### src/rtl/bwb_pkg.sv
// Shared types and constants for the blink waveform brightness pipeline.
package bwb_pkg;

  // Waveform selection codes
  typedef enum logic [1:0] {
    MODE_STEADY = 2'd0,
    MODE_SAW    = 2'd1,
    MODE_TRI    = 2'd2,
    MODE_PULSE  = 2'd3
  } wave_mode_t;

  // Configuration register indexes
  localparam int CFG_IDX_W = 3;
  localparam logic [CFG_IDX_W-1:0] CFG_START_TICK = 3'd0;
  localparam logic [CFG_IDX_W-1:0] CFG_BLINK_RATE = 3'd1;
  localparam logic [CFG_IDX_W-1:0] CFG_DUTY_LIMIT = 3'd2;
  localparam logic [CFG_IDX_W-1:0] CFG_WAVE_MODE  = 3'd3;
  localparam logic [CFG_IDX_W-1:0] CFG_AMPLITUDE  = 3'd4;
  localparam logic [CFG_IDX_W-1:0] CFG_BASE_LEVEL = 3'd5;
  localparam int CFG_DATA_W = 32;

  // Live configuration seen by all stages
  typedef struct packed {
    logic [31:0]        start_tick;
    logic [31:0]        blink_rate;
    logic [16:0]        duty_limit;
    wave_mode_t         wave_mode;
    logic signed [23:0] amplitude;
    logic signed [23:0] base_level;
  } cfg_t;

  // Per-item flags that ride along with the data
  typedef struct packed {
    logic steady;
    logic dark;
    logic pulse;
  } item_flags_t;

  // Scaled shape (amplitude * shape, floored to Q.16) width
  localparam int SCALED_W = 30;

  // Floor divide by ten: bias to non-negative, then reciprocal multiply
  localparam logic signed [SCALED_W:0] DIV_OFS = 31'sd671088640;  // 10 * 2^26
  localparam logic signed [SCALED_W-1:0] QUO_OFS = 30'sd67108864; // 2^26
  localparam logic [31:0] DIV10_MUL = 32'hCCCC_CCCD;
  localparam int DIV10_SHIFT = 35;

  // Output range, signed Q9.16
  localparam int BRIGHT_W = 25;
  localparam logic signed [BRIGHT_W-1:0] BRIGHT_ONE = 25'sd65536;
  localparam logic signed [SCALED_W+1:0] SUM_MAX = 32'sd16777215;
  localparam logic signed [SCALED_W+1:0] SUM_MIN = -32'sd16777216;

endpackage

### src/rtl/bwb_shape.sv
// Shape stage: duty compare and waveform numerator for the current phase.
module bwb_shape #(
  parameter int PHASE_BITS = 16
) (
  input  logic                      clk,
  input  logic                      rst,
  input  bwb_pkg::cfg_t             cfg,
  input  logic                      in_valid,
  output logic                      in_stall,
  input  logic [PHASE_BITS-1:0]     phase,
  output logic                      out_valid,
  input  logic                      out_stall,
  output logic [PHASE_BITS+4:0]     snum,
  output bwb_pkg::item_flags_t      flags
);
  import bwb_pkg::*;

  localparam int SW = PHASE_BITS + 5;

  logic              en;
  logic [SW-1:0]     pw;
  logic [SW-1:0]     one_w;
  logic [SW-1:0]     tri2;
  logic [SW-1:0]     snum_next;
  logic [24:0]       p_al;
  logic [24:0]       duty_al;
  item_flags_t       flags_next;

  assign en       = !out_valid || !out_stall;
  assign in_stall = !en;

  assign pw    = SW'(phase);
  assign one_w = SW'(1) << PHASE_BITS;
  assign tri2  = pw << 1;

  // Duty compare at 24-bit alignment
  assign p_al    = 25'(phase) << (24 - PHASE_BITS);
  assign duty_al = {cfg.duty_limit, 8'b0};

  // Numerator over one (saw, triangle) or over ten times one (pulse)
  always_comb begin
    snum_next = '0;
    unique case (cfg.wave_mode)
      MODE_STEADY: snum_next = '0;
      MODE_SAW:    snum_next = pw;
      MODE_TRI: begin
        if (tri2 > one_w) snum_next = (one_w << 1) - tri2;
        else snum_next = tri2;
      end
      MODE_PULSE: begin
        priority if (SW'(5) * pw <= (one_w << 1)) snum_next = SW'(25) * pw;
        else if (tri2 < one_w) snum_next = SW'(18) * one_w - SW'(20) * pw;
        else if (SW'(10) * pw < SW'(6) * one_w) snum_next = SW'(20) * pw - (one_w << 1);
        else snum_next = SW'(25) * one_w - SW'(25) * pw;
      end
      default: snum_next = '0;
    endcase
  end

  always_comb begin
    flags_next.steady = (cfg.wave_mode == MODE_STEADY);
    flags_next.dark   = (cfg.wave_mode != MODE_STEADY) && (p_al > duty_al);
    flags_next.pulse  = (cfg.wave_mode == MODE_PULSE);
  end

  always_ff @(posedge clk) begin
    if (rst) begin
      out_valid <= 1'b0;
    end else if (en) begin
      out_valid <= in_valid;
    end
  end

  always_ff @(posedge clk) begin
    if (en) begin
      snum  <= snum_next;
      flags <= flags_next;
    end
  end

endmodule

### config.mk
export PLATFORM = sky130hd
export DESIGN_NAME = bwb_shape
export DESIGN_NICKNAME = d
export VERILOG_FILES = /design/src/rtl/bwb_pkg.sv /design/src/rtl/bwb_shape.sv
export SDC_FILE = /design/constraint.sdc
export NUM_CORES = 1
export LEC_CHECK = 0
export BUFFER_PORTS_ARGS = -buffer_cell sky130_fd_sc_hd__buf_2
export CORE_ASPECT_RATIO = 2
export CORE_UTILIZATION = 55
export DETAILED_ROUTE_END_ITERATION = 12
export PLACE_DENSITY = 0.84
export SETUP_SLACK_MARGIN = 0.02
export SYNTH_ARGS = -nofsm -noshare
export SYNTH_HDL_FRONTEND = slang
export SYNTH_SLANG_ARGS = --single-unit
### constraint.sdc
create_clock -name clk -period 5.52 [get_ports clk]
set_input_delay 0.552 -clock clk [delete_from_list [all_inputs] [get_ports clk]]
set_output_delay 0.552 -clock clk [all_outputs]
set_load 0.01 [all_outputs]
# Word level (Yosys, flattened, before mapping)
# Index checks and enable logic that the tools add are counted.
# word_totals
wordCells	33
output_inout_bits	26
regBits	25
memories	0
romBits	0
ram_bits	0
inputBits	151
latch_bits	0
# classes
n_div	0
bitwise	0
mux	5
n_lt_le_gt_ge	5
n_addsub	4
n_eq_ne	3
n_reduce_logical	7
n_shift	0
n_mul	4
# op_table
cell	count
21-bit two-way mux	4
21-bit case mux with 4 select lines	1
3-bit by 16-bit multiplier with 19-bit output, first input constant	3
21-bit subtractor, first input constant	2
24-bit by 25-bit > comparator with 1-bit output	1
5-bit by 16-bit multiplier with 21-bit output, first input constant	1
21-bit by 18-bit subtractor with 21-bit output, second input constant	1
20-bit by 19-bit less-than comparator with 1-bit output, second input constant	1
19-bit by 18-bit <= comparator with 1-bit output, second input constant	1
18-bit by 17-bit subtractor with 19-bit output, first input constant	1
17-bit > comparator, second input constant	1
17-bit less-than comparator, second input constant	1
2-bit equality test, second input constant	2
1-bit zero test	3
2-bit by 1-bit equality test with 1-bit output, second input constant	1
2-bit zero test	1
2-bit nonzero test	1
1-bit logical AND	1
1-bit logical OR	1

# Logic depth before layout (Yosys ltp)
# logic_depth
ltp_word	6
depth_mapped	17
mapped_depth_nobuf	16

# Least setup slack after synthesis
# No wires, ideal clock.
# synth_timing
path_type	in2reg
start	in phase[6]
end	reg snum[16], data pin
n_path_buf	1
cell_stages	17
setup_ps	257
t_required_ps	5263
t_arrival_ps	4066
setup_slack_ps	1197
cell_sequence	inv_1 > ha_1 > ha_1 > inv_1 > fa_1 > inv_1 > ha_1 > buf_2 > o21ai_0 > a21oi_1 > a221oi_2 > nand3_1 > nor4_2 > a21o_1 > a211o_1 > o2111ai_1 > a32o_1
# synth_via
elab_chain_cells	6
word_cells_on_any_way	17
cone_classes	add/sub: 4; mul: 4; order compare: 4; mux: 5
# synth_lines
element	line_no	rtl
start: declaration	bwb_shape.sv:10	input logic [PHASE_BITS-1:0] phase,
5-bit by 16-bit multiplier with 21-bit output / 3-bit by 16-bit multiplier with 19-bit output (equally long branches)	n/a	
21-bit subtractor, or another cell as far along	bwb_shape.sv:54	else snum_next = SW'(25) * one_w - SW'(25) * pw;
21-bit two-way mux	bwb_shape.sv:53	else if (SW'(10) * pw < SW'(6) * one_w) snum_next = SW'(20) * pw - (one_w << 1);
21-bit two-way mux	bwb_shape.sv:52	else if (tri2 < one_w) snum_next = SW'(18) * one_w - SW'(20) * pw;
21-bit two-way mux	bwb_shape.sv:51	priority if (SW'(5) * pw <= (one_w << 1)) snum_next = SW'(25) * pw;
21-bit case mux with 4 select lines *	bwb_shape.sv:43	unique case (cfg.wave_mode)
named net snum_next[16]	bwb_shape.sv:24	logic [SW-1:0] snum_next;
end signal: assignment	bwb_shape.sv:76	snum <= snum_next;
end: declaration	bwb_shape.sv:13	output logic [PHASE_BITS+4:0] snum,
# The timed path passes the listed nets; every way through them passes the cells marked *.
# A chain may end at the register's enable or synchronous reset.

# Worst setup path after layout
# layout_timing
start	in phase[3]
end	reg snum[19], data pin
# Same word-level chain as after synthesis.

==> impl_summary.md <==
Power and ir drop
Registers are responsible for 15.2% of the overall power. Per report_power, the clock group accounts for 10.5% of the total. The worst-case IR drop observed on VDD is 0.000157 V. The leakage power summed over all cells is 3.28 nW. The net switching fraction of the power is 50.2%.

For this design the ratio of total power to cell area is 239 mW/mm^2. Combinational logic burns 74.3% of the power. The internal portion of the total power is 0.817 mW. Summed over all nets, the switching power comes to between 0.8 and 0.9 mW.

Yosys
The synthesized netlist net count is around 1100. Of the synthesized area, sequential elements account for 11.8%. Yosys mapped a number of flops with a built-in enable equal to 24. Summing every instance area after synthesis gives about 0.0063 sq mm.

The area share of the largest cell type after synthesis is 23.1%. Counting flops and latches in the post-synthesis netlist gives 25. Ranked by total cell area, the synthesized netlist is headed by ha_1 23%, edfxtp_1 11%, inv_1 5.3%. Counting flops with an async set or reset pin after synthesis yields a share of 0%. For this run, the number of Yosys warnings is 0. The largest total area in the synthesized netlist belongs to ha_1. The synthesized area per cell is 8.07 sq um. The netlist uses 93 different library cells.

The commonest register cell after synthesis is edfxtp_1. The number of instances in the synthesized netlist is about 780.

Final layout
The multi-input combinational cells in the finished layout cover a total of 0.00508 sq mm. Leaving out fill and tap cells, the most frequent cells in the layout are 116 x ha_1, 89 x inv_1, 64 x buf_2. The share of final-layout standard cells stronger than drive strength 1 is 15.1%. The area occupied by registers is 741 sq um. The number of antenna diodes in the final layout is 0.

The utilization after layout is between 60% and 70%. The count of cells in the finished layout, fillers not included, comes to 976. The most common cell after layout, fill and taps aside is ha_1. Counting the fill cells in the layout gives 989. The area growth from synthesis to layout is 9.02%. The net count reported at finish is roughly 1100.

Timing
The maximum clock frequency is 201 MHz. The count of endpoints failing hold in the final timing report was 0. Of the available clock period, the critical path in the final layout requires 90.2%. The relative slew slack is 24.3%. Setup violations remaining at the end of the flow were counted as 0. The setup TNS is 0 ns.

The number of max-slew violations in the final report came to 0. Setup repair after global routing left no endpoint under its margin. The transition time of the tightest slew-check pin is 1.13 ns. The setup slack of the critical path after layout is 0.540 ns. The worst clock skew is around 0.0039 ns. The smallest clock period supported by the final layout is computed as approximately 5.0 ns.

Hold path
The worst hold-check path type is primary input to register.

GRT
The number of global-route vias before repair is 6468. The number of antenna violations at the first check in global routing came to 0. The first-pass GRT wire length is roughly 32 mm. The largest net degree at the start of global routing is 38. Global routing used 34.8% of the available tracks.

The global route total overflow is 0.

Job
The number of maximum-capacitance violations is 0.

Floorplan
For this design the top-level I/O count stands at 177. Row generation in the floorplan step produced 54 rows. The floorplan step set the die width to 77.6 microns. The region available for standard cell placement spans approximately 0.011 sq mm. The die outline height is 153 microns. The initial standard-cell utilization of the core is a little under three fifths. The area of the die is 0.0119 sq mm.

Worst setup path
The worst stage delay on the critical path is about 0.64 ns. On the critical path, the stage with the largest delay is an instance of o21ai_0. At the worst endpoint, the required time is 5.50 ns. Walking the worst path, the cells encountered are buf_2 -> inv_1 -> ha_1 -> ha_1 -> fa_1 -> ha_1 -> nor2b_1 -> o31ai_1 -> a21boi_0 -> o21ai_0 -> nor3_2 -> a41o_1 -> and3_1 -> o32ai_1 -> a221oi_1. STA classifies the critical path startpoint as a primary input.

The path type of the worst setup path is primary input to register. The kind of end point of the critical path is a register. The maximum fanout along the worst path is 9. The cell seen most often among critical-path stages is ha_1. The worst path arrival time is 4.96 ns.

Clock tree
The insertion delay of the later-clocked pin in the worst-skew pair is 0.27 ns. The post-CTS setup buffer count is 0. TritonCTS built the clock tree. The number of clock buffers added by TritonCTS is 3. The clock drives 25 sinks. The post-cts sizing count is 0. The number of buffers between clock root and the deepest sink is 2. The number of H-tree levels is 1.

The root buffer cell chosen for the clock tree is clkbuf_16. The number of hold buffers added after CTS was 0. The clock transition time at the flip-flop clock pins of the worst setup and hold paths is 0.07 ns.

Route
The first routing iteration left 490 violations. For this run, design rule violations remaining after detail routing come to 0. The residual antenna-violating net count after detailed routing is 0.

After detailed routing, the number of vias per cell comes to roughly 6.5. The aggregate routed wire length is 20.2 mm. In the final routed layout, each cell accounts on average for 20.7 microns. The routed layout has 6372 vias. The number of search-and-repair iterations in the first detailed-routing pass is 6.

Placement
The routability congestion estimate from global placement is between 0.9 and 1. The cell total after placement is roughly 1000. The HPWL reported at the end of detailed placement is 15.8 mm.

The setup slack at placement is 0.411 ns. In this run the tool buffered the top-level ports with 64 buffer cells.

Run status
The flow ran to the end, and the final reports show no timing, DRC or antenna violations.
kinds of logic after synthesis:
family / count (synthesis) / share of synthesized area, %
XOR/XNOR: 47 / 6.67
buffers and inverters: 117 / 7.40
AND/OR/NAND/NOR: 222 / 18.6
multiplexers: 12 / 2.05
adder cells (fa/ha/maj): 128 / 26.9
AO/OA/AOI/OAI: 228 / 26.6
flip-flops: 25 / 11.8
per-layer routing:
metal | wire length (microns) | up-vias | global-route usage [%] | share of wire [%]
met5 | 0 | - | 0 | 0
met4 | 1650 | 0 | 27.4 | 8.2
met3 | 1210 | 114 | 5.19 | 6.0
met2 | 10600 | 326 | 64.8 | 52
met1 | 6750 | 2961 | 32.9 | 33
li1 | - | 2971 | - | -
sequential cells by signal, indices dropped and copies added (netlist names):
name	count
out_valid	1
snum	21
flags	3
synthesized netlist by cell type (all sizes together), types with 7 or more instances:
cell,number
nand2b,11
fa,12
xor2,15
mux2i,8
nor4,8
ha,116
o21ai,49
a211oi,13
a21oi,44
nand2,62
a31oi,11
and3,10
inv,90
nor2b,17
buf,8
nand3,21
xnor2,32
clkbuf,18
edfxtp,24
o211ai,7
and4,7
o31ai,8
nor3,17
a21o,9
nor2,44
o21a,11
worst max-delay path: cells and delay by family:
kind / cells / cell delay, ns
AO/OA/AOI/OAI: 6 / 2.03
buffers and inverters: 2 / 0.37
adder cells (fa/ha/maj): 4 / 1.45
AND/OR/NAND/NOR: 3 / 0.55
final timing paths:
path | startpoint | to | slack [ns] | depth (start not counted)
hold / removal | rst | out_valid | 0.43 | 2
hold reg to reg | out_valid | snum[17] | 1.36 | 1
setup reg to reg | out_valid | out_valid | 4.00 | 4
setup / recovery | phase[3] | snum[19] | 0.54 | 15
power by group through the flow:
stage | Sequential, mW | Combinational [mW] | Clock [mW]
floorplan | 0.270 | 0.877 | 0
global placement | 0.253 | 1.15 | 0
detailed placement | 0.254 | 1.17 | 0
CTS | 0.249 | 1.18 | 0.173
global route | 0.252 | 1.33 | 0.179
finish | 0.249 | 1.22 | 0.173
stage by stage:
step	hold slack (ns)	instance area, sq um	power (mW)
6_report	0.432	6850	1.64
5_1_grt	0.433	6850	1.76
4_1_cts	0.432	6850	1.61
3_5_place_dp	0.714	6770	1.43
3_3_place_gp	0.710	6770	1.40
2_1_floorplan	0.624	6290	1.15
layout make-up:
class                   count  area share, %
well taps                 140           2.56
inverters                  91           4.98
flip-flops and latches     25           10.8
multi-input cells         637           74.1
clock buffers               3           1.10
clock inverters             1          0.110
repair buffers             79           6.32
(Power assumes the default switching activity.)
