--- src/rtl/bwb_pkg.sv ---
// Shared types and constants for the blink waveform brightness pipeline.
package bwb_pkg;

  // Waveform selection codes
  typedef enum logic [1:0] {
    MODE_STEADY = 2'd0,
    MODE_SAW    = 2'd1,
    MODE_TRI    = 2'd2,
    MODE_PULSE  = 2'd3
  } wave_mode_t;

  // Configuration register indexes
  localparam int CFG_IDX_W = 3;
  localparam logic [CFG_IDX_W-1:0] CFG_START_TICK = 3'd0;
  localparam logic [CFG_IDX_W-1:0] CFG_BLINK_RATE = 3'd1;
  localparam logic [CFG_IDX_W-1:0] CFG_DUTY_LIMIT = 3'd2;
  localparam logic [CFG_IDX_W-1:0] CFG_WAVE_MODE  = 3'd3;
  localparam logic [CFG_IDX_W-1:0] CFG_AMPLITUDE  = 3'd4;
  localparam logic [CFG_IDX_W-1:0] CFG_BASE_LEVEL = 3'd5;
  localparam int CFG_DATA_W = 32;

  // Live configuration seen by all stages
  typedef struct packed {
    logic [31:0]        start_tick;
    logic [31:0]        blink_rate;
    logic [16:0]        duty_limit;
    wave_mode_t         wave_mode;
    logic signed [23:0] amplitude;
    logic signed [23:0] base_level;
  } cfg_t;

  // Per-item flags that ride along with the data
  typedef struct packed {
    logic steady;
    logic dark;
    logic pulse;
  } item_flags_t;

  // Scaled shape (amplitude * shape, floored to Q.16) width
  localparam int SCALED_W = 30;

  // Floor divide by ten: bias to non-negative, then reciprocal multiply
  localparam logic signed [SCALED_W:0] DIV_OFS = 31'sd671088640;  // 10 * 2^26
  localparam logic signed [SCALED_W-1:0] QUO_OFS = 30'sd67108864; // 2^26
  localparam logic [31:0] DIV10_MUL = 32'hCCCC_CCCD;
  localparam int DIV10_SHIFT = 35;

  // Output range, signed Q9.16
  localparam int BRIGHT_W = 25;
  localparam logic signed [BRIGHT_W-1:0] BRIGHT_ONE = 25'sd65536;
  localparam logic signed [SCALED_W+1:0] SUM_MAX = 32'sd16777215;
  localparam logic signed [SCALED_W+1:0] SUM_MIN = -32'sd16777216;

endpackage

--- src/rtl/bwb_out.sv ---
// Output stage: remove pulse bias, add base level, saturate, select steady or dark, hold result.
module bwb_out (
  input  logic                                clk,
  input  logic                                rst,
  input  bwb_pkg::cfg_t                       cfg,
  input  logic                                in_valid,
  output logic                                in_stall,
  input  logic [bwb_pkg::SCALED_W-1:0]        scaled,
  input  bwb_pkg::item_flags_t                flags,
  output logic                                out_valid,
  input  logic                                out_stall,
  output logic signed [bwb_pkg::BRIGHT_W-1:0] brightness,
  output logic                                dark
);
  import bwb_pkg::*;

  logic                          en;
  logic signed [SCALED_W-1:0]    val_s;
  logic signed [SCALED_W+1:0]    sum;
  logic signed [BRIGHT_W-1:0]    sat;
  logic signed [BRIGHT_W-1:0]    bright_next;

  assign en       = !out_valid || !out_stall;
  assign in_stall = !en;

  // Remove quotient bias for pulse, then add the offset
  assign val_s = flags.pulse ? $signed(scaled) - QUO_OFS : $signed(scaled);
  assign sum   = (SCALED_W+2)'(val_s) + (SCALED_W+2)'(cfg.base_level);

  // Clamp to signed Q9.16
  always_comb begin
    priority if (sum > SUM_MAX) sat = SUM_MAX[BRIGHT_W-1:0];
    else if (sum < SUM_MIN) sat = SUM_MIN[BRIGHT_W-1:0];
    else sat = sum[BRIGHT_W-1:0];
  end

  always_comb begin
    priority if (flags.steady) bright_next = BRIGHT_ONE;
    else if (flags.dark) bright_next = '0;
    else bright_next = sat;
  end

  always_ff @(posedge clk) begin
    if (rst) begin
      out_valid <= 1'b0;
    end else if (en) begin
      out_valid <= in_valid;
    end
  end

  always_ff @(posedge clk) begin
    if (en) begin
      brightness <= bright_next;
      dark       <= flags.dark;
    end
  end

endmodule
--- config.mk ---
export PLATFORM = sky130hd
export DESIGN_NAME = bwb_out
export DESIGN_NICKNAME = d
export VERILOG_FILES = /design/src/rtl/bwb_pkg.sv /design/src/rtl/bwb_out.sv
export SDC_FILE = /design/constraint.sdc
export NUM_CORES = 1
export LEC_CHECK = 0
export ABC_AREA = 1
export BUFFER_PORTS_ARGS = -buffer_cell sky130_fd_sc_hd__buf_4
export CAP_MARGIN = 5
export CORE_UTILIZATION = 38
export CTS_CLUSTER_SIZE = 8
export DETAILED_ROUTE_END_ITERATION = 7
export GPL_ROUTABILITY_DRIVEN = 0
export PLACE_DENSITY = 0.8
export SLEW_MARGIN = 25
export SYNTH_ARGS = -nofsm -noshare
export SYNTH_HDL_FRONTEND = slang
export SYNTH_SLANG_ARGS = --single-unit
export TNS_END_PERCENT = 100
--- constraint.sdc ---
create_clock -name clk -period 2.6 [get_ports clk]
set_input_delay 0.52 -clock clk [delete_from_list [all_inputs] [get_ports clk]]
set_output_delay 0.52 -clock clk [all_outputs]
set_load 0.03 [all_outputs]
Yosys cells after proc, flatten, opt, wreduce, memory -nomap -nowiden
Index checks and enable logic that the tools add are counted.
{"block": "totals", "ff_bits": 27, "input_bits": 168, "output_inout_bits": 28, "elab_cells": 19}
{"block": "op_classes", "n_mux": 4, "reduce_logical": 6, "n_addsub": 2, "order_cmp": 2}
{"cell": "adder 30 x 24 -> 31 bit", "n": 1}
{"cell": "greater-than comparator 31 x 25 -> 1 bit (second input constant)", "n": 1}
{"cell": "less-than comparator 31 x 25 -> 1 bit (second input constant)", "n": 1}
{"cell": "2-to-1 mux 30 bit", "n": 1}
{"cell": "subtractor 30 x 28 -> 30 bit (second input constant)", "n": 1}
{"cell": "2-to-1 mux 25 bit", "n": 1}
{"cell": "2-to-1 mux 24 bit", "n": 1}
{"cell": "2-to-1 mux 17 bit", "n": 1}
{"cell": "logical NOT 1 bit", "n": 3}
{"cell": "OR reduction 3 bit", "n": 1}
{"cell": "OR reduction 2 bit", "n": 1}
{"cell": "logical OR 1 bit", "n": 1}

Longest topological paths before layout
Gate-level depths: netlist (run 1).
{"block": "depth", "ltp_word": 7, "ltp_mapped": 22}

Least setup slack after synthesis (run 1)
OpenSTA, ideal clock, no wires.
{"block": "synth_timing", "path_type": "input-to-reg", "from": "input port scaled[26] (netlist bit)", "to": "register brightness[19] (netlist bit) (data pin)", "t_arrival_ns": 2.487, "cell_stages": 17, "setup_slack_ns": -0.149, "setup_time_ns": 0.262, "t_required_ns": 2.338, "path_buffers": 1, "path_cell_list": "inv_1 > ha_1 > a21oi_1 > ha_1 > a21oi_1 > nor2_1 > nor2_1 > nand2_1 > a21oi_1 > nand2_1 > nand2_1 > nand2_2 > nor3_1 > nand2_1 > nand3_1 > buf_6 > o21ai_0"}
{"block": "synth_via", "elab_chain_len": 6, "elab_cells_between_ends": 7, "classes_between": "add/sub: 2; order compare: 2; mux: 3"}
{"element": "from (decl)", "line_no": "bwb_out.sv:8", "rtl": "input logic [bwb_pkg::SCALED_W-1:0] scaled,"}
{"element": "subtractor 30 x 28 -> 30 bit", "line_no": "bwb_out.sv:27", "rtl": "assign val_s = flags.pulse ? $signed(scaled) - QUO_OFS : $signed(scaled);"}
{"element": "2-to-1 mux 30 bit *", "line_no": "bwb_out.sv:27"}
{"element": "adder 30 x 24 -> 31 bit *", "line_no": "bwb_out.sv:28", "rtl": "assign sum = (SCALED_W+2)'(val_s) + (SCALED_W+2)'(cfg.base_level);"}
{"element": "less-than comparator 31 x 25 -> 1 bit", "line_no": "bwb_out.sv:33", "rtl": "else if (sum < SUM_MIN) sat = SUM_MIN[BRIGHT_W-1:0];"}
{"element": "2-to-1 mux 25 bit", "line_no": "bwb_out.sv:33"}
{"element": "2-to-1 mux 24 bit *", "line_no": "bwb_out.sv:32", "rtl": "priority if (sum > SUM_MAX) sat = SUM_MAX[BRIGHT_W-1:0];"}
{"element": "to (signal assigned)", "line_no": "bwb_out.sv:53", "rtl": "brightness <= bright_next;"}
{"element": "to (decl)", "line_no": "bwb_out.sv:12", "rtl": "output logic signed [bwb_pkg::BRIGHT_W-1:0] brightness,"}
Mark *: on every way between the ends. The rest lies on a longest branch, timed or not.
A chain may end at the register's enable or synchronous reset.

Worst setup path after layout (run 1)
{"block": "layout_timing", "from": "input port scaled[26] (netlist bit)", "to": "register brightness[14] (netlist bit) (data pin)"}
The elaborated chain is that of the path after synthesis.

==> flow_metrics.py, run 1 <==
metrics = {
    "run_status": {
        "status": "complete, but fails checks",
        "violations": "negative setup slack",
    },
    "cells_and_area": {
        "finalCoreUtilization": 0.6234,
        "mostFrequentLayoutCells": "nand2_1, buf_4, inv_1",
        "drive_gt1_frac": 0.4202,
        "final_common_cell": "nand2_1",
        "diodes": 0,
        "areaGrowthSynthToFinish_pct": 56.75,
        "n_fill_cell": 676,
        "stdcell_count": 757,
        "layout.nets": 853,
    },
    "drt": {
        "drt-total-wl_mm": 10.52,
        "vias": 3863,
        "wl_per_cell_um": 13.89,
        "dr.pass1.iters": 5,
        "via_per_inst": 5.103,
        "ant_nets": 0,
        "drc": 0,
        "first_iter_violations": 311,
    },
    "timing": {
        "rsz0062_at_grt": "yes",
        "setup_slack_ns": -0.1339,
        "setup_tns_ns": -1.103,
        "fmax_ghz": 0.3658,
        "slew-limit-headroom": 0.7188,
        "hold_viol": 0,
        "slew_viol_final": 0,
        "worstMarginPinSlew_ns": 0.4203,
        "setup_violations": 17,
        "period_needed_ns": 2.734,
        "holdWs_ns": 0.3867,
        "period_share": 1.052,
        "skew_ns": 0.01338,
    },
    "global_routing": {
        "track_usage": 0.2120,
        "gr-total-overflow": 0,
        "grt_max_degree": 27,
        "grt_pass1_wl_mm": 15.18,
        "antenna_found_initial": 0,
        "grt_pass1_vias": 3410,
    },
    "placed_design": {
        "placedCellCount": 745,
        "io_buffers": 88,
        "place_hpwl_mm": 7.912,
    },
    "hold_path": {
        "min_to": "out_valid",
        "hp-class": "input pin to register",
        "worstHoldStart": "rst",
        "hold_depth": 2,
    },
    "logic_synthesis": {
        "synth-seq-area-share": 0.2426,
        "syn_inst": 491,
        "synth-seq-cells": 27,
        "ys_types": 30,
        "syn_area_um2": 3301,
        "synth_nets": 691,
        "syn_avg_cell_area_um2": 6.722,
        "synth_warnings": 0,
    },
    "die": {
        "die_w_um": 95.20,
        "core_area_um2": 8299,
        "rows": 33,
        "start_util": 0.3977,
        "pin_count": 196,
        "die_h_um": 95.20,
        "die_area_um2": 9063,
    },
    "clock_tree": {
        "cts_htree_levels": 1,
        "path_clk_slew_ns": 0.09,
        "cts_sinks": 27,
        "cts_made_buffers": 3,
        "clk_path_buf_depth": 2,
        "root_buffer": "clkbuf_8",
        "cts_hold_buf": 0,
        "cts_tree": "yes",
        "clkLatencyLatePin_ns": 0.27,
    },
    "worst_setup_path": {
        "critPathMaxFanout": 4,
        "start_kind": "input pin",
        "path_class": "input pin to register",
        "r2r_start": "out_valid",
        "arrival_ns": 2.75,
        "r2r_cells": 2,
        "r2r_end": "brightness[20]",
        "cp.required_ns": 2.62,
        "end_kind": "register",
        "reg2reg_setup_slack_ns": 1.55,
    },
    "pwr": {
        "power.leakage_nw": 2.673,
        "p_per_area_nw_per_um2": 413.9,
        "peakVddDrop_uv": 195.8,
        "finalPower_mw": 2.141,
    },
    "run": {
        "maxCapViolCount": 0,
    },
}
## kinds of logic (layout without fill, tap and decap cells)
kind of cell / Yosys count / after routing / share of synthesized area
fa+ha+maj: 32 / 32 / 0.1236
compound gates: 58 / 58 / 0.1171
simple gates: 269 / 269 / 0.3518
buf+inv: 81 / 242 / 0.1012
xor+xnor: 24 / 24 / 0.06368
flops: 27 / 27 / 0.2426
## how the worst max path moves through the flow
stage / cells after the start / slack (ns) / start / end
floorplan: 19 / 0.0002 / scaled[26] / brightness[11]
global placement: 17 / -0.30 / scaled[26] / brightness[13]
detailed placement: 19 / -0.39 / scaled[26] / brightness[18]
CTS: 20 / -0.03 / scaled[26] / brightness[15]
global route: 18 / -0.24 / scaled[26] / brightness[10]
finish: 18 / -0.13 / scaled[26] / brightness[14]
## area by class of cell
cell class	count	area [um^2]	area share
Clock buffer	4	45.04	0.008706
Inverter	77	294.0	0.05683
Multi-Input combinational cell	383	2576	0.4979
Sequential cell	27	800.8	0.1548
Tap cell	105	131.4	0.02539
Timing Repair Buffer	161	1326	0.2563
## state kept, by name, summed over array words and instances (netlist names)
register,flops
brightness,25
out_valid,1
dark,1
## synth_stat cells (all sizes together)
cell type,instances,area [um^2]
and3,1,6.260
nand3,28,160.2
nor3,8,65.06
nand3b,1,7.510
edfxtp,26,780.8
dfxtp,1,20.02
o21bai,1,7.510
nor2,46,182.7
a31o,1,8.760
inv,77,289.0
o21a,3,22.52
xnor2,14,122.6
nand4,5,31.28
a311oi,1,8.760
a21oi,27,142.6
o21ai,22,177.7
buf,4,45.04
xor2,10,87.58
nand2,180,708.2
fa,1,20.02
ha,31,387.9
a31oi,3,18.77
## metal layers
metal | GRT usage | vias up | wire (um)
met5 | 0 | - | 0
met4 | 0.04419 | 0 | 248
met3 | 0.02073 | 23 | 898
met2 | 0.3661 | 193 | 4998
met1 | 0.2851 | 1753 | 4370
li1 | - | 1894 | -
## critical path, cell delays in order
cell and delay [ns]:
buf_8 0.10, inv_4 0.05, ha_4 0.20, a21oi_4 0.16, ha_4 0.25, a21oi_4 0.18
o21a_1 0.14, nand2_1 0.06, a21oi_2 0.12, nand2_1 0.06, nand2_1 0.08, nand2_2 0.07
nor3_2 0.20, nand2_2 0.12, nand3_4 0.11, buf_12 0.13, clkbuf_16 0.14, o21ai_2 0.05
## per-stage QoR
| stage | setup slack [ns] | cell area [um^2] |
|---|---|---|
| global route | -0.2438 | 5174 |
| finish | -0.1339 | 5174 |
| CTS | -0.03487 | 4768 |
| global placement | -0.3033 | 4603 |
| floorplan | 0.0001974 | 3351 |
| detailed placement | -0.3903 | 4603 |
## what timing repair did
action	4_1_cts	5_1_grt
resized for setup	16	59
gates cloned	1	4
setup endpoints to repair	24	25
pin swaps	2	24
buffers inserted	1	3
endpoints found under the hold margin	0	0
## power by group
part / internal (mW) / switching [mW]
Combinational: 0.595 / 0.746
Clock: 0.110 / 0.119
Sequential: 0.553 / 0.0187
No activity file was read; power rests on OpenSTA's default activity.
==> inputs of run 2 (changes only) <==
- BUFFER_PORTS_ARGS: -buffer_cell sky130_fd_sc_hd__buf_4 -> -buffer_cell sky130_fd_sc_hd__clkbuf_2
- CORE_UTILIZATION: 38 -> 41
- PLACE_DENSITY: 0.8 -> 0.85
==> run 2 against run 1 <==
Effect of this change: the run still ends with negative setup slack left; register-to-register slack worse by 0.02 ns; non-clock buffer count is 8 higher; die area is 7.2% lower; sequential power hardly changed; worst setup slack worse by 0.017 ns; flip-flop and latch count stayed put; critical endpoint is now brightness[7]; largest power group unchanged.
==> flow_metrics.py, run 2 (synthesized netlist as in run 1, its figures left out) <==
metrics = {
    "timing": {
        "hold_viol": 0,
        "slew_viol_final": 0,
        "period_needed_ns": 2.751,
        "period_share": 1.058,
        "worstMarginPinSlew_ns": 0.7785,
        "slew-limit-headroom": 0.4791,
        "setup_slack_ns": -0.1510,
        "fmax_ghz": 0.3635,
        "rsz0062_at_grt": "yes",
        "setup_violations": 23,
        "skew_ns": 0.002406,
    },
    "die": {
        "die_area_um2": 8413,
        "start_util": 0.4249,
        "die_h_um": 91.73,
        "pin_count": 196,
        "die_w_um": 91.73,
        "core_area_um2": 7767,
        "rows": 32,
    },
    "pwr": {
        "finalPower_mw": 2.102,
        "p_per_area_nw_per_um2": 423.0,
        "peakVddDrop_uv": 201.2,
        "power.leakage_nw": 2.680,
    },
    "clock_tree": {
        "clkLatencyLatePin_ns": 0.27,
        "cts_sinks": 27,
        "cts_htree_levels": 1,
        "root_buffer": "clkbuf_8",
        "cts_tree": "yes",
        "clk_path_buf_depth": 2,
        "path_clk_slew_ns": 0.09,
        "cts_made_buffers": 3,
    },
    "global_routing": {
        "track_usage": 0.2344,
        "antenna_found_initial": 0,
        "grt_max_degree": 27,
        "gr-total-overflow": 0,
        "grt_pass1_wl_mm": 15.99,
        "grt_pass1_vias": 3591,
    },
    "run": {
        "maxCapViolCount": 0,
    },
    "placed_design": {
        "place_area_um2": 4417,
        "place_hpwl_mm": 8.002,
        "io_buffers": 88,
    },
    "cells_and_area": {
        "n_fill_cell": 643,
        "layout.nets": 862,
        "seq_area_um2": 800.8,
        "final_common_cell": "nand2_1",
        "design_area_um2": 4969,
        "areaGrowthSynthToFinish_pct": 50.53,
        "diodes": 0,
        "largest_reg_flops": 25,
        "multi_input_area_um2": 2476,
        "regMostFlops": "brightness",
        "mostFrequentLayoutCells": "nand2_1, clkbuf_2, inv_1",
        "reg_top3": "brightness (25), dark (1), out_valid (1)",
        "drive_gt1_frac": 0.4100,
    },
    "worst_setup_path": {
        "cp.required_ns": 2.73,
        "arrival_ns": 2.89,
        "end_kind": "register",
        "critPathMaxFanout": 6,
        "r2r_start": "out_valid",
        "start_kind": "input pin",
        "cp-startpoint": "flags[0]",
        "path_class": "input pin to register",
    },
    "drt": {
        "first_iter_violations": 249,
        "wl_per_cell_um": 13.74,
        "drt-total-wl_mm": 10.48,
        "drc": 0,
        "dr.pass1.iters": 5,
        "vias": 3852,
        "ant_nets": 0,
        "via_per_inst": 5.048,
    },
    "run_status": {
        "violations": "negative setup slack",
        "status": "complete, but fails checks",
    },
    "hold_path": {
        "worstHoldStart": "rst",
        "hp-class": "input pin to register",
    },
}
==> run 2: changes by cell type in the layout (fill, tap and decap cells not counted), sizes merged <==
cell and delta:
clkbuf +85, nand2 +1, buf -77
==> run 2: path summary, 6_finish.rpt <==
check              endpoint  slack (ns)  cells past startpoint
max reg2reg  brightness[19]        1.53                      2
min reg2reg       out_valid        0.64                      4
min               out_valid        0.39                      2
max           brightness[7]       -0.15                     20
==> run 2: final cells by class <==
| type | count | share of cell area |
|---|---|---|
| Clock buffer | 4 | 0.009066 |
| Multi-Input combinational cell | 384 | 0.4984 |
| Inverter | 77 | 0.05918 |
| Tap cell | 102 | 0.02569 |
| Timing Repair Buffer | 169 | 0.2465 |
| Sequential cell | 27 | 0.1612 |
==> run 2: repair_timing <==
action	CTS	global route
pin swaps	3	26
gates cloned	2	3
resized for setup	36	37
endpoints found under the hold margin	0	0
buffers inserted	4	3
setup endpoints to repair	24	25
hold buffers	0	0
==> run 2: per-layer routing <==
layer  vias up  share of wire  track usage
met5         -              0            0
li1       1920              -            -
met2       177           0.48       0.3991
met3        22          0.070      0.02902
met1      1733           0.43       0.3129
met4         0          0.019      0.06380
==> run 2: where the power goes <==
part	internal [mW]	leakage (nW)	switching, mW
Sequential	0.553	0.298	0.0188
Combinational	0.545	2.36	0.750
Clock	0.110	0.0228	0.125
Total	1.21	2.68	0.894
==> run 2: worst max-delay path, stage by stage <==
cell       delay, ns
clkbuf_4        0.16
nor2_1          0.21
a21oi_4         0.06
ha_4            0.33
nand2_4         0.07
nor2_4          0.14
nand2_4         0.08
a21oi_4         0.15
nor2_2          0.08
nand2_1         0.06
nand2_1         0.05
nand2_2         0.09
buf_6           0.10
nand2_2         0.04
nor2_1          0.08
nand2_1         0.10
nand2_4         0.13
nand2_8         0.09
clkbuf_16       0.20
o21ai_2         0.12
==> run 2: metrics by stage <==
stage | setup slack [ns] | hold WS (ns) | setup TNS (ns) | std cells | util
2_1_floorplan | 0.0001974 | 0.5924 | 0 | 491 | -
3_3_place_gp | -0.3194 | 0.5775 | -6.986 | 747 | 0.5686
3_5_place_dp | -0.4374 | 0.6367 | -9.756 | 747 | 0.5686
4_1_cts | -0.01472 | 0.3963 | -0.1222 | 757 | 0.6099
5_1_grt | -0.2321 | 0.3905 | -4.686 | 763 | 0.6397
6_report | -0.1510 | 0.3909 | -2.380 | 763 | 0.6397
