**src/rtl/bwb_pkg.sv**
```systemverilog
// Shared types and constants for the blink waveform brightness pipeline.
package bwb_pkg;

  // Waveform selection codes
  typedef enum logic [1:0] {
    MODE_STEADY = 2'd0,
    MODE_SAW    = 2'd1,
    MODE_TRI    = 2'd2,
    MODE_PULSE  = 2'd3
  } wave_mode_t;

  // Configuration register indexes
  localparam int CFG_IDX_W = 3;
  localparam logic [CFG_IDX_W-1:0] CFG_START_TICK = 3'd0;
  localparam logic [CFG_IDX_W-1:0] CFG_BLINK_RATE = 3'd1;
  localparam logic [CFG_IDX_W-1:0] CFG_DUTY_LIMIT = 3'd2;
  localparam logic [CFG_IDX_W-1:0] CFG_WAVE_MODE  = 3'd3;
  localparam logic [CFG_IDX_W-1:0] CFG_AMPLITUDE  = 3'd4;
  localparam logic [CFG_IDX_W-1:0] CFG_BASE_LEVEL = 3'd5;
  localparam int CFG_DATA_W = 32;

  // Live configuration seen by all stages
  typedef struct packed {
    logic [31:0]        start_tick;
    logic [31:0]        blink_rate;
    logic [16:0]        duty_limit;
    wave_mode_t         wave_mode;
    logic signed [23:0] amplitude;
    logic signed [23:0] base_level;
  } cfg_t;

  // Per-item flags that ride along with the data
  typedef struct packed {
    logic steady;
    logic dark;
    logic pulse;
  } item_flags_t;

  // Scaled shape (amplitude * shape, floored to Q.16) width
  localparam int SCALED_W = 30;

  // Floor divide by ten: bias to non-negative, then reciprocal multiply
  localparam logic signed [SCALED_W:0] DIV_OFS = 31'sd671088640;  // 10 * 2^26
  localparam logic signed [SCALED_W-1:0] QUO_OFS = 30'sd67108864; // 2^26
  localparam logic [31:0] DIV10_MUL = 32'hCCCC_CCCD;
  localparam int DIV10_SHIFT = 35;

  // Output range, signed Q9.16
  localparam int BRIGHT_W = 25;
  localparam logic signed [BRIGHT_W-1:0] BRIGHT_ONE = 25'sd65536;
  localparam logic signed [SCALED_W+1:0] SUM_MAX = 32'sd16777215;
  localparam logic signed [SCALED_W+1:0] SUM_MIN = -32'sd16777216;

endpackage

```
**src/rtl/bwb_phase.sv**
```systemverilog
// Phase stages: elapsed ticks, then fractional part of elapsed * rate.
module bwb_phase #(
  parameter int PHASE_BITS = 16
) (
  input  logic                  clk,
  input  logic                  rst,
  input  bwb_pkg::cfg_t         cfg,
  input  logic                  in_valid,
  output logic                  in_stall,
  input  logic [31:0]           now_tick,
  output logic                  out_valid,
  input  logic                  out_stall,
  output logic [PHASE_BITS-1:0] phase
);
  import bwb_pkg::*;

  logic        v_a;
  logic [23:0] elapsed;
  logic        en_a;
  logic        en_b;
  logic [47:0] frac_prod;

  // Stage advance: a stage loads when empty or when its successor loads
  assign en_b     = !out_valid || !out_stall;
  assign en_a     = !v_a || en_b;
  assign in_stall = !en_a;

  // Only the low 24 bits of the product matter, so only 24 bits of each factor
  assign frac_prod = 48'(elapsed) * 48'(cfg.blink_rate[23:0]);

  always_ff @(posedge clk) begin
    if (rst) begin
      v_a       <= 1'b0;
      out_valid <= 1'b0;
    end else begin
      if (en_a) v_a <= in_valid;
      if (en_b) out_valid <= v_a;
    end
  end

  // Payload, no reset
  always_ff @(posedge clk) begin
    if (en_a) elapsed <= now_tick[23:0] - cfg.start_tick[23:0];
    if (en_b) phase <= frac_prod[23 -: PHASE_BITS];
  end

endmodule

```
**config.mk**
```make
export PLATFORM = sky130hd
export DESIGN_NAME = bwb_phase
export DESIGN_NICKNAME = d
export VERILOG_FILES = /design/src/rtl/bwb_pkg.sv /design/src/rtl/bwb_phase.sv
export SDC_FILE = /design/constraint.sdc
export NUM_CORES = 1
export LEC_CHECK = 0
export BUFFER_PORTS_ARGS = -buffer_cell sky130_fd_sc_hd__buf_2
export CORE_ASPECT_RATIO = 1.4
export CORE_MARGIN = 2
export CORE_UTILIZATION = 61
export CTS_CLUSTER_DIAMETER = 100
export DETAILED_ROUTE_END_ITERATION = 6
export HOLD_SLACK_MARGIN = 0.05
export PLACE_DENSITY = 0.86
export SYNTH_ARGS = -nofsm -noshare
export SYNTH_HDL_FRONTEND = slang
export SYNTH_SLANG_ARGS = --single-unit
```
**constraint.sdc**
```tcl
create_clock -name clk -period 9.7 [get_ports clk]
set_input_delay 0.485 -clock clk [delete_from_list [all_inputs] [get_ports clk]]
set_output_delay 0.485 -clock clk [all_outputs]
set_load 0.02 [all_outputs]
```
# After elaboration in Yosys (flattened, before gate mapping)

Cells that the tools add are included.

Add/subtract/negate cells: 1
Multipliers: 1
Reductions and logical operators: 6

Operator list:

| operator           | count |
|---|---|
| $mul A24 B24 Y24   | 1 |
| $sub A24 B24 Y24   | 1 |
| $logic_not A1 Y1   | 4 |
| $logic_or A1 B1 Y1 | 2 |

Register bits: 42
Input bits: 167
Output and inout bits: 18
Word-level logic and storage cells: 12

# Depth between registers and ports, before layout

Gate-level depths: netlist of run 1.

Word-level depth: 4
Gate-level depth with buffers: 25
Gate-level depth less buffers: 23

# Worst setup path after synthesis of run 1

OpenSTA, ideal clock, no wires.

Path kind: in2reg
From: input port cfg[71] in the netlist's numbering
To: register phase[12], data pin
Setup time: 261 ps
Data arrival time: 5993 ps
Data required time: 9439 ps
Path slack: 3446 ps
Stages on the path: 24
Path buffers: 2
Cells stage by stage: clkbuf_1 clkbuf_1 nand2_1 fa_1 inv_1 fa_1 inv_1 fa_1 inv_1 ha_1 fa_1 fa_1 inv_1 fa_1 inv_1 ha_1 a21o_1 a21o_1 a21oi_1 a21o_1 nand2_1 a211o_1 a211oi_1 nor2_1

Cells in the longest elaborated chain, start to end: 1

Ends and longest elaborated chain:

| element              | RTL line        | text |
|---|---|---|
| from (decl)          | bwb_phase.sv:7  | `input bwb_pkg::cfg_t cfg,` |
| $mul A24 B24 Y24     | bwb_phase.sv:29 | `assign frac_prod = 48'(elapsed) * 48'(cfg.blink_rate[23:0]);` |
| via frac_prod[20]    | bwb_phase.sv:21 | `logic [47:0] frac_prod;` |
| to (signal assigned) | bwb_phase.sv:44 | `if (en_b) phase <= frac_prod[23 -: PHASE_BITS];` |
| to (decl)            | bwb_phase.sv:13 | `output logic [PHASE_BITS-1:0] phase` |

The timed path passes the listed nets, and every way through them passes these cells.
A chain may end at the register's enable or synchronous reset.

# Worst setup path after layout of run 1

From: register elapsed[7]
To: register phase[12], data pin

Cells in the longest elaborated chain, start to end: 1

Ends and longest elaborated chain:

| element                | RTL line        | text |
|---|---|---|
| from (decl)            | bwb_phase.sv:18 | `logic [23:0] elapsed;` |
| from (signal assigned) | bwb_phase.sv:43 | `if (en_a) elapsed <= now_tick[23:0] - cfg.start_tick[23:0];` |
| $mul A24 B24 Y24       | bwb_phase.sv:29 |  |
| via frac_prod[20]      | bwb_phase.sv:21 |  |

The timed path passes the listed nets, and every way through them passes these cells.

==> results of run 1 <==
worst reg2reg max path, stage by stage (launching register included):
cell	delay [ps]
edfxtp_1	840
nand2_1	240
fa_1	570
inv_1	70
fa_1	500
inv_1	60
fa_1	520
inv_1	40
ha_1	180
fa_1	460
fa_1	550
inv_1	50
fa_1	470
inv_1	40
ha_1	350
a21o_1	220
a21o_1	200
a21oi_1	200
a21o_1	220
nand2_1	90
a211o_1	290
a211oi_1	240
nor2_1	60
cell families (layout without fill, tap and decap cells):
logic type / Yosys count / after routing / synth area share
simple gates: 393 / 393 / 0.176
buf+inv: 359 / 416 / 0.119
fa+ha+maj: 315 / 315 / 0.487
compound gates: 81 / 81 / 0.0518
xor+xnor: 72 / 72 / 0.0561
flops: 42 / 42 / 0.109
mux: 1 / 1 / 0.000880
area by class of cell:
class | instances | area [um2] | share of cell area
Multi-Input combinational cell | 862 | 8780 | 0.723
Sequential cell | 42 | 1240 | 0.102
Clock inverter | 2 | 37.5 | 0.00309
Tap cell | 244 | 305 | 0.0251
Inverter | 315 | 1180 | 0.0974
Timing Repair Buffer | 93 | 465 | 0.0383
Clock buffer | 6 | 129 | 0.0106
final timing paths:
path,slack [ps],to,cells past startpoint,start
min reg2reg,480,out_valid,2,v_a
max,3000,phase[12],22,elapsed[7]
max reg2reg,3000,phase[12],22,elapsed[7]
min,350,v_a,2,rst
stage by stage:
| stage | std cells | instance area, um2 | utilization | hold WS, ps | setup slack (ps) |
|---|---|---|---|---|---|
| after global placement | 1556 | 12000 | 0.649 | 447 | 3130 |
| after detailed placement | 1556 | 12000 | 0.649 | 467 | 2950 |
| final | 1564 | 12100 | 0.658 | 347 | 3000 |
| after CTS | 1564 | 12100 | 0.658 | 351 | 3070 |
| after global routing | 1564 | 12100 | 0.658 | 371 | 2790 |
| after floorplan | 1263 | 11400 | - | 437 | 3450 |
registers in the layout, indices dropped and copies added (netlist names):
name       flops
elapsed       24
out_valid      1
phase         16
v_a            1
layer usage:
| metal | GRT usage | vias to the layer above | share of wire |
|---|---|---|---|
| met3 | 0.0446 | 150 | 0.076 |
| li1 | - | 3860 | - |
| met1 | 0.304 | 4309 | 0.33 |
| met4 | 0.176 | 0 | 0.060 |
| met2 | 0.539 | 433 | 0.53 |
| met5 | 0 | - | 0 |
cells in the final DEF (no fill, tap or decap), drive strengths merged, types with 3 or more instances in the layout:
cell type | netlist | layout
inv | 315 | 315
fa | 213 | 213
and2 | 161 | 161
nand2 | 153 | 153
ha | 102 | 102
buf | 3 | 93
xnor2 | 58 | 58
edfxtp | 40 | 40
nor2 | 35 | 35
a21oi | 23 | 23
xor2 | 14 | 14
nor3 | 13 | 13
o21ai | 10 | 10
o211ai | 7 | 7
a211oi | 7 | 7
nand3 | 6 | 6
clkbuf | 41 | 6
a21o | 5 | 5
o21a | 5 | 5
nor2b | 5 | 5
a21boi | 5 | 5
nand2b | 4 | 4
a31oi | 3 | 3
or2 | 3 | 3
==> impl_metrics.toml, run 1 <==
[synth]
synth_cells = 1263
synth_nets = 1745
netlist.top_cell.by_area = "fa_1"
ys_warn_count = 0
synth_ff_type = "edfxtp_1"
yosys.area.top_type_share = 0.375
synth_cell_type_count = 63
synthTopCellsByArea = "fa_1, ha_1, edfxtp_1"
synth-edff-count = 40
synth_most_common_cell = "inv_1"
ys_ff_latch = 42
syn_avg_cell_area_um2 = 9.01
netlist_area_um2 = 11400
synth_seq_area_share = 0.109
ys_async_sr_fraction = 0
synth_commonest_cells = "inv_1, fa_1, and2_1"

[clock_tree]
cts_sinks = 42
cts.reportedPaths.clkPinSlew_ps = 70
tritoncts = "built"
cts_resized = 0
root_buffer = "clkbuf_16"
htree_levels = 2
cts_buffers = 5
clock_latency_ps = 310
postCtsSetupRepairBufs = 0
clockBufferDepth = 2
holdBufCountCts = 0

[critical_path]
worstPathMaxFanout = 17
cpPeakStageDelay_ps = 840
path_class = "flip-flop to flip-flop"
path_delay_family = "adder cells"
worst_setup_path_end_kind = "flip-flop"
crit_buf_inv = 5
path_cells = "nand2_1 > fa_1 > inv_1 > fa_1 > inv_1 > fa_1 > inv_1 > ha_1 > fa_1 > fa_1 > inv_1 > fa_1 > inv_1 > ha_1 > a21o_1 > a21o_1 > a21oi_1 > a21o_1 > nand2_1 > a211o_1 > a211oi_1 > nor2_1"
crit_required_ps = 9750
cp_common_cell = "fa_1"
worstSetupStartpointType = "flip-flop"
slowest_stage = "edfxtp_1"
worstPathArrival_ps = 6760

[outcome]
status = "finished clean"

[sta]
period_needed_ps = 6700
post-route-period-util = 0.691
final.setup.tns_ps = 0
max_slew_margin = 0.238
skew_ps = 11.6
tightest_slew_ps = 1140
setup_viol_count_final = 0
slew_viol_final = 0
final_hold_viol_count = 0
rsz0062_at_grt = "no"
max_freq_mhz = 149

[finish]
antenna_cells = 0
drive_gt1_frac = 0.0879
fin_nets = 1801
fill_cells = 1466
areaGrowthSynthToFinish_pct = 6.73

[drt]
wirelength_mm = 26.8
avgRoutedWirePerCell_um = 17.1
drtIter0Drc = 614
first_pass_iters = 5
drc = 0
ant_nets = 0
num_vias = 8752
avgViaCountPerCell = 5.60

[die]
die_w_um = 119
num_io_pins = 185
coreArea_um2 = 18500
die_y_um = 166
fp-row-count = 59
die-area_um2 = 19800
start_util = 0.616

[flow_run]
max_cap_violations = 0

[place]
dp_hpwl_mm = 20.9
place.port_buffers = 93
place_congestion = 0.943

[grt]
grt_max_degree = 27
grt_pass1_wl_mm = 44.3
grt-ovfl-total = 0
antenna_found_initial = 0
grt_pass1_vias = 9639
track_usage = 0.288

[hold_path]
hp-class = "input pin to flip-flop"
Power of run 1 is not shown: default switching activity piles up to over one toggle a cycle in this logic, so the estimate is an artifact.
==> run 2, diff against run 1 <==
--- a/config.mk
+++ b/config.mk
@@ -8,11 +8,11 @@
 export BUFFER_PORTS_ARGS = -buffer_cell sky130_fd_sc_hd__buf_2
 export CORE_ASPECT_RATIO = 1.4
 export CORE_MARGIN = 2
-export CORE_UTILIZATION = 61
+export CORE_UTILIZATION = 54
 export CTS_CLUSTER_DIAMETER = 100
 export DETAILED_ROUTE_END_ITERATION = 6
 export HOLD_SLACK_MARGIN = 0.05
-export PLACE_DENSITY = 0.86
+export PLACE_DENSITY = 0.81
 export SYNTH_ARGS = -nofsm -noshare
 export SYNTH_HDL_FRONTEND = slang
 export SYNTH_SLANG_ARGS = --single-unit
==> constraint.sdc (replaced) <==
create_clock -name clk -period 6.05 [get_ports clk]
set_input_delay 0.3025 -clock clk [delete_from_list [all_inputs] [get_ports clk]]
set_output_delay 0.3025 -clock clk [all_outputs]
set_load 0.02 [all_outputs]
==> run 2 against run 1 <==
  * The flow now finishes with violations (setup timing)
  * Register-to-register slack worse by 3000 ps
  * Clock skew down 4.9 ps
  * Setup slack worse by 3000 ps
  * Critical path type unchanged
==> impl_metrics.toml, run 2 (synthesis gave the netlist of run 1 again) <==
[outcome]
status = "finished, violations left"
violations = "setup timing"

[critical_path]
crit_required_ps = 6120
path_class = "flip-flop to flip-flop"
worstSetupStartpointType = "flip-flop"
worstPathMaxFanout = 3
ff2ff_path_depth = 22
cpPeakStageDelay_ps = 550
path_cells = "buf_4 > and2_4 > fa_2 > inv_1 > fa_1 > fa_2 > inv_1 > fa_1 > fa_1 > fa_1 > inv_1 > fa_1 > inv_2 > ha_4 > o21a_1 > o211ai_1 > nor2_1 > o211ai_2 > nand2_2 > a211o_1 > buf_6 > xor2_2"
cp_common_cell = "fa_1"
slowest_stage = "fa_1"
worstPathArrival_ps = 6170
worst_setup_path_end_kind = "flip-flop"

[clock_tree]
tritoncts = "built"
cts_sinks = 42
root_buffer = "clkbuf_16"
cts.reportedPaths.clkPinSlew_ps = 70
htree_levels = 2
cts_buffers = 5
clock_latency_ps = 310
holdBufCountCts = 0
clockBufferDepth = 2

[die]
coreArea_um2 = 20600
num_io_pins = 185
die_y_um = 176
die-area_um2 = 22300
fp-row-count = 62
die_w_um = 127
start_util = 0.551

[drt]
avgViaCountPerCell = 5.25
first_pass_iters = 5
num_vias = 8791
ant_nets = 0
drc = 0
wirelength_mm = 27.6
avgRoutedWirePerCell_um = 16.5
drtIter0Drc = 476

[grt]
grt-ovfl-total = 0
grt_pass1_wl_mm = 45.3
grt_pass1_vias = 9591
antenna_found_initial = 1
grt_max_degree = 26
track_usage = 0.259

[sta]
whs_ps = 158
skew_ps = 6.77
final_hold_viol_count = 0
slew_viol_final = 0
period_needed_ps = 6100
max_slew_margin = 0.463
final.setup.tns_ps = -168
post-route-period-util = 1.01
setup_slack_ps = -52.6
setup_viol_count_final = 4
rsz0062_at_grt = "yes"
tightest_slew_ps = 803
max_freq_mhz = 164

[place]
dpl_cell_area_um2 = 12700
dp_hpwl_mm = 23.2
place_congestion = 0.957
place.port_buffers = 93

[finish]
antenna_cells = 0
stdcell_area_um2 = 13200
regMostFlops = "elapsed"
drive_gt1_frac = 0.178
layout_commonest_cell = "inv_1"
largest_reg_flops = 24
layout_common_cells = "inv_1, fa_1, and2_1"
areaGrowthSynthToFinish_pct = 15.7
fin_nets = 1898
reg_top3 = "elapsed (24), phase (16)"

[hold_path]
hp-class = "input pin to flip-flop"
holdPathStages = 2

[flow_run]
max_cap_violations = 0
[run 2: final timing paths]
check / from / endpoint / slack, ps
worst max register to register: elapsed[8] / phase[11] / -50
worst max-delay path: elapsed[8] / phase[11] / -50
worst min register to register: v_a / out_valid / 490
worst min-delay path: rst / v_a / 160
[run 2: area by class of cell]
class,instances,area (um2)
Clock buffer,6,129
Clock inverter,2,37.5
Fill cell,1644,7470
Inverter,315,1180
Multi-Input combinational cell,862,8960
Sequential cell,42,1240
Tap cell,256,320
Timing Repair Buffer,190,1290
[run 2: critical path, delay by kind of cell, from the launching register on]
kind	cells	cell delay, ps
AO/OA/AOI/OAI	4	760
XOR/XNOR	1	130
adder cells (fa/ha/maj)	8	3660
buffers and inverters	6	530
flip-flops	1	430
AND/OR/NAND/NOR	3	350
[run 2: routing by layer]
| layer | wire (um) | global-route usage | vias up |
|---|---|---|---|
| met5 | 13 | 0 | - |
| met1 | 10100 | 0.292 | 4294 |
| met4 | 1390 | 0.117 | 2 |
| met2 | 14500 | 0.479 | 338 |
| li1 | - | - | 4049 |
| met3 | 1560 | 0.0408 | 108 |
[run 2: stage by stage]
stage / instances / setup slack, ps / utilization
2_1_floorplan: 1263 / 48.1 / -
3_3_place_gp: 1653 / -111 / 0.614
3_5_place_dp: 1653 / -224 / 0.614
4_1_cts: 1667 / -96.7 / 0.628
5_1_grt: 1673 / -246 / 0.638
6_report: 1673 / -52.6 / 0.638
[run 2: repair_timing]
action | in CTS | in global routing
endpoints found under the setup margin | 5 | 12
gates cloned | 0 | 0
pin swaps | 20 | 26
resized for setup | 22 | 35
setup buffers | 6 | 7
Power of run 2 is left out for the same reason.
==> run 3, diff against run 2 <==
--- a/config.mk
+++ b/config.mk
@@ -7,7 +7,6 @@
 export LEC_CHECK = 0
 export BUFFER_PORTS_ARGS = -buffer_cell sky130_fd_sc_hd__buf_2
 export CORE_ASPECT_RATIO = 1.4
-export CORE_MARGIN = 2
 export CORE_UTILIZATION = 54
 export CTS_CLUSTER_DIAMETER = 100
 export DETAILED_ROUTE_END_ITERATION = 6
==> constraint.sdc (replaced) <==
create_clock -name clk -period 5.2 [get_ports clk]
set_input_delay 0.26 -clock clk [delete_from_list [all_inputs] [get_ports clk]]
set_output_delay 0.26 -clock clk [all_outputs]
set_load 0.02 [all_outputs]
==> run 3 against run 2 <==
  * The run still ends with setup timing left
  * Critical path depth fell by 1
  * Count of clock-buffer cells in the layout decreased by 1
  * Final cell count increased by 3.2%
  * Die area is 2.7% lower
  * Hold slack worse by 52 ps
  * Via count increased by 5.8%
  * Register-to-register slack got worse by 890 ps
==> impl_metrics.toml, run 3 (synthesis gave the netlist of run 1 again) <==
[sta]
final.setup.tns_ps = -9280
setup_viol_count_final = 14
max_freq_mhz = 163
max_slew_margin = 0.431
setup_slack_ps = -945
post-route-period-util = 1.18
tightest_slew_ps = 852
rsz0062_at_grt = "yes"
period_needed_ps = 6140
slew_viol_final = 0
skew_ps = 12.3
final_hold_viol_count = 0

[die]
die_w_um = 125
coreArea_um2 = 20600
die-area_um2 = 21700
start_util = 0.553
die_y_um = 174
num_io_pins = 185
fp-row-count = 62

[clock_tree]
cts_sinks = 42
clockBufferDepth = 2
cts_buffers = 5
clock_latency_ps = 320
root_buffer = "clkbuf_16"
cts.reportedPaths.clkPinSlew_ps = 80
htree_levels = 2
tritoncts = "built"
holdBufCountCts = 0

[critical_path]
crit_required_ps = 5260
worstPathMaxFanout = 5
worstPathArrival_ps = 6210
worst_setup_path_end_kind = "flip-flop"
worstSetupStartpointType = "flip-flop"
path_class = "flip-flop to flip-flop"

[place]
dp_hpwl_mm = 24.5
place.port_buffers = 93
dpl_cell_area_um2 = 13100
place_congestion = 0.974

[finish]
layout_commonest_cell = "inv_1"
layout_common_cells = "inv_1, fa_1, and2_1"
largest_reg_flops = 24
reg_top3 = "elapsed (24), phase (16)"
antenna_cells = 0
fin_nets = 1952
regMostFlops = "elapsed"
areaGrowthSynthToFinish_pct = 22.1
post-route-util = 0.676
drive_gt1_frac = 0.247
stdcell_area_um2 = 13900

[drt]
ant_nets = 0
avgViaCountPerCell = 5.39
drc = 0
avgRoutedWirePerCell_um = 17.5
drtIter0Drc = 550
num_vias = 9305
wirelength_mm = 30.3
first_pass_iters = 5

[grt]
grt_max_degree = 27
busiest_layer = "met2"
grtUsageMet1 = 0.293
met2_usage = 0.517
antenna_found_initial = 0
grt-ovfl-total = 0
track_usage = 0.283
grt_pass1_vias = 10200
grt_util_met3 = 0.0377
grt_pass1_wl_mm = 47.7

[outcome]
status = "finished, violations left"
violations = "setup timing"

[hold_path]
hp-class = "input pin to flip-flop"

[flow_run]
max_cap_violations = 0
run 3: cell types whose count changed in the layout (fill, tap and decap cells not counted), moves of 4 or more:
cell and delta:
buf_4 +42, inv_1 -14, inv_2 +14, ha_1 -12, fa_1 -10, fa_2 +10, buf_6 +9, nand2_1 -7
ha_2 +6, ha_4 +6, nand2_2 +4, nor2_1 -4
run 3: critical path, stage by stage, from the launching register on:
cell,delay (ps)
edfxtp_1,510
buf_6,170
buf_4,140
and2_1,150
fa_1,560
inv_1,70
fa_1,540
inv_1,100
fa_2,400
fa_1,490
fa_1,420
inv_1,100
fa_1,470
fa_2,380
xnor2_2,200
xnor2_1,160
xnor2_1,160
xnor2_1,110
xnor2_1,280
xnor2_2,130
xnor2_2,230
xnor2_1,110
run 3: final timing paths:
kind	start	endpoint	slack, ps	cells after the start
setup / recovery	elapsed[10]	phase[15]	-940	21
hold / removal	rst	out_valid	110	2
setup reg to reg	elapsed[10]	phase[15]	-940	21
hold reg to reg	v_a	out_valid	470	2
run 3: final cells by class:
| type | count | area (um2) |
|---|---|---|
| inverter | 315 | 1180 |
| timing repair buffer | 244 | 1760 |
| tap | 256 | 320 |
| multi-input combinational | 862 | 9210 |
| fill | 1447 | 6670 |
| clock buffer | 5 | 125 |
| clock inverter | 3 | 45.0 |
| sequential | 42 | 1240 |
run 3: repair_timing:
item | in CTS | in global routing
pin swaps | 52 | 31
setup buffers | 22 | 6
gates cloned | 0 | 0
resized for setup | 74 | 34
endpoints found under the setup margin | 13 | 14
run 3: metrics by stage:
stage | hold slack [ps] | std cells | worst slack (ps)
6_report | 107 | 1727 | -945
5_1_grt | 125 | 1727 | -1100
4_1_cts | 108 | 1721 | -893
3_5_place_dp | 445 | 1697 | -1160
3_3_place_gp | 435 | 1697 | -1010
2_1_floorplan | 329 | 1263 | -567
run 3: routing by layer:
metal,vias to the layer above,part of all wire
li1,4167,-
met1,4550,0.34
met2,428,0.52
met3,160,0.060
met4,0,0.077
met5,-,0
Power of run 3 is left out for the same reason.
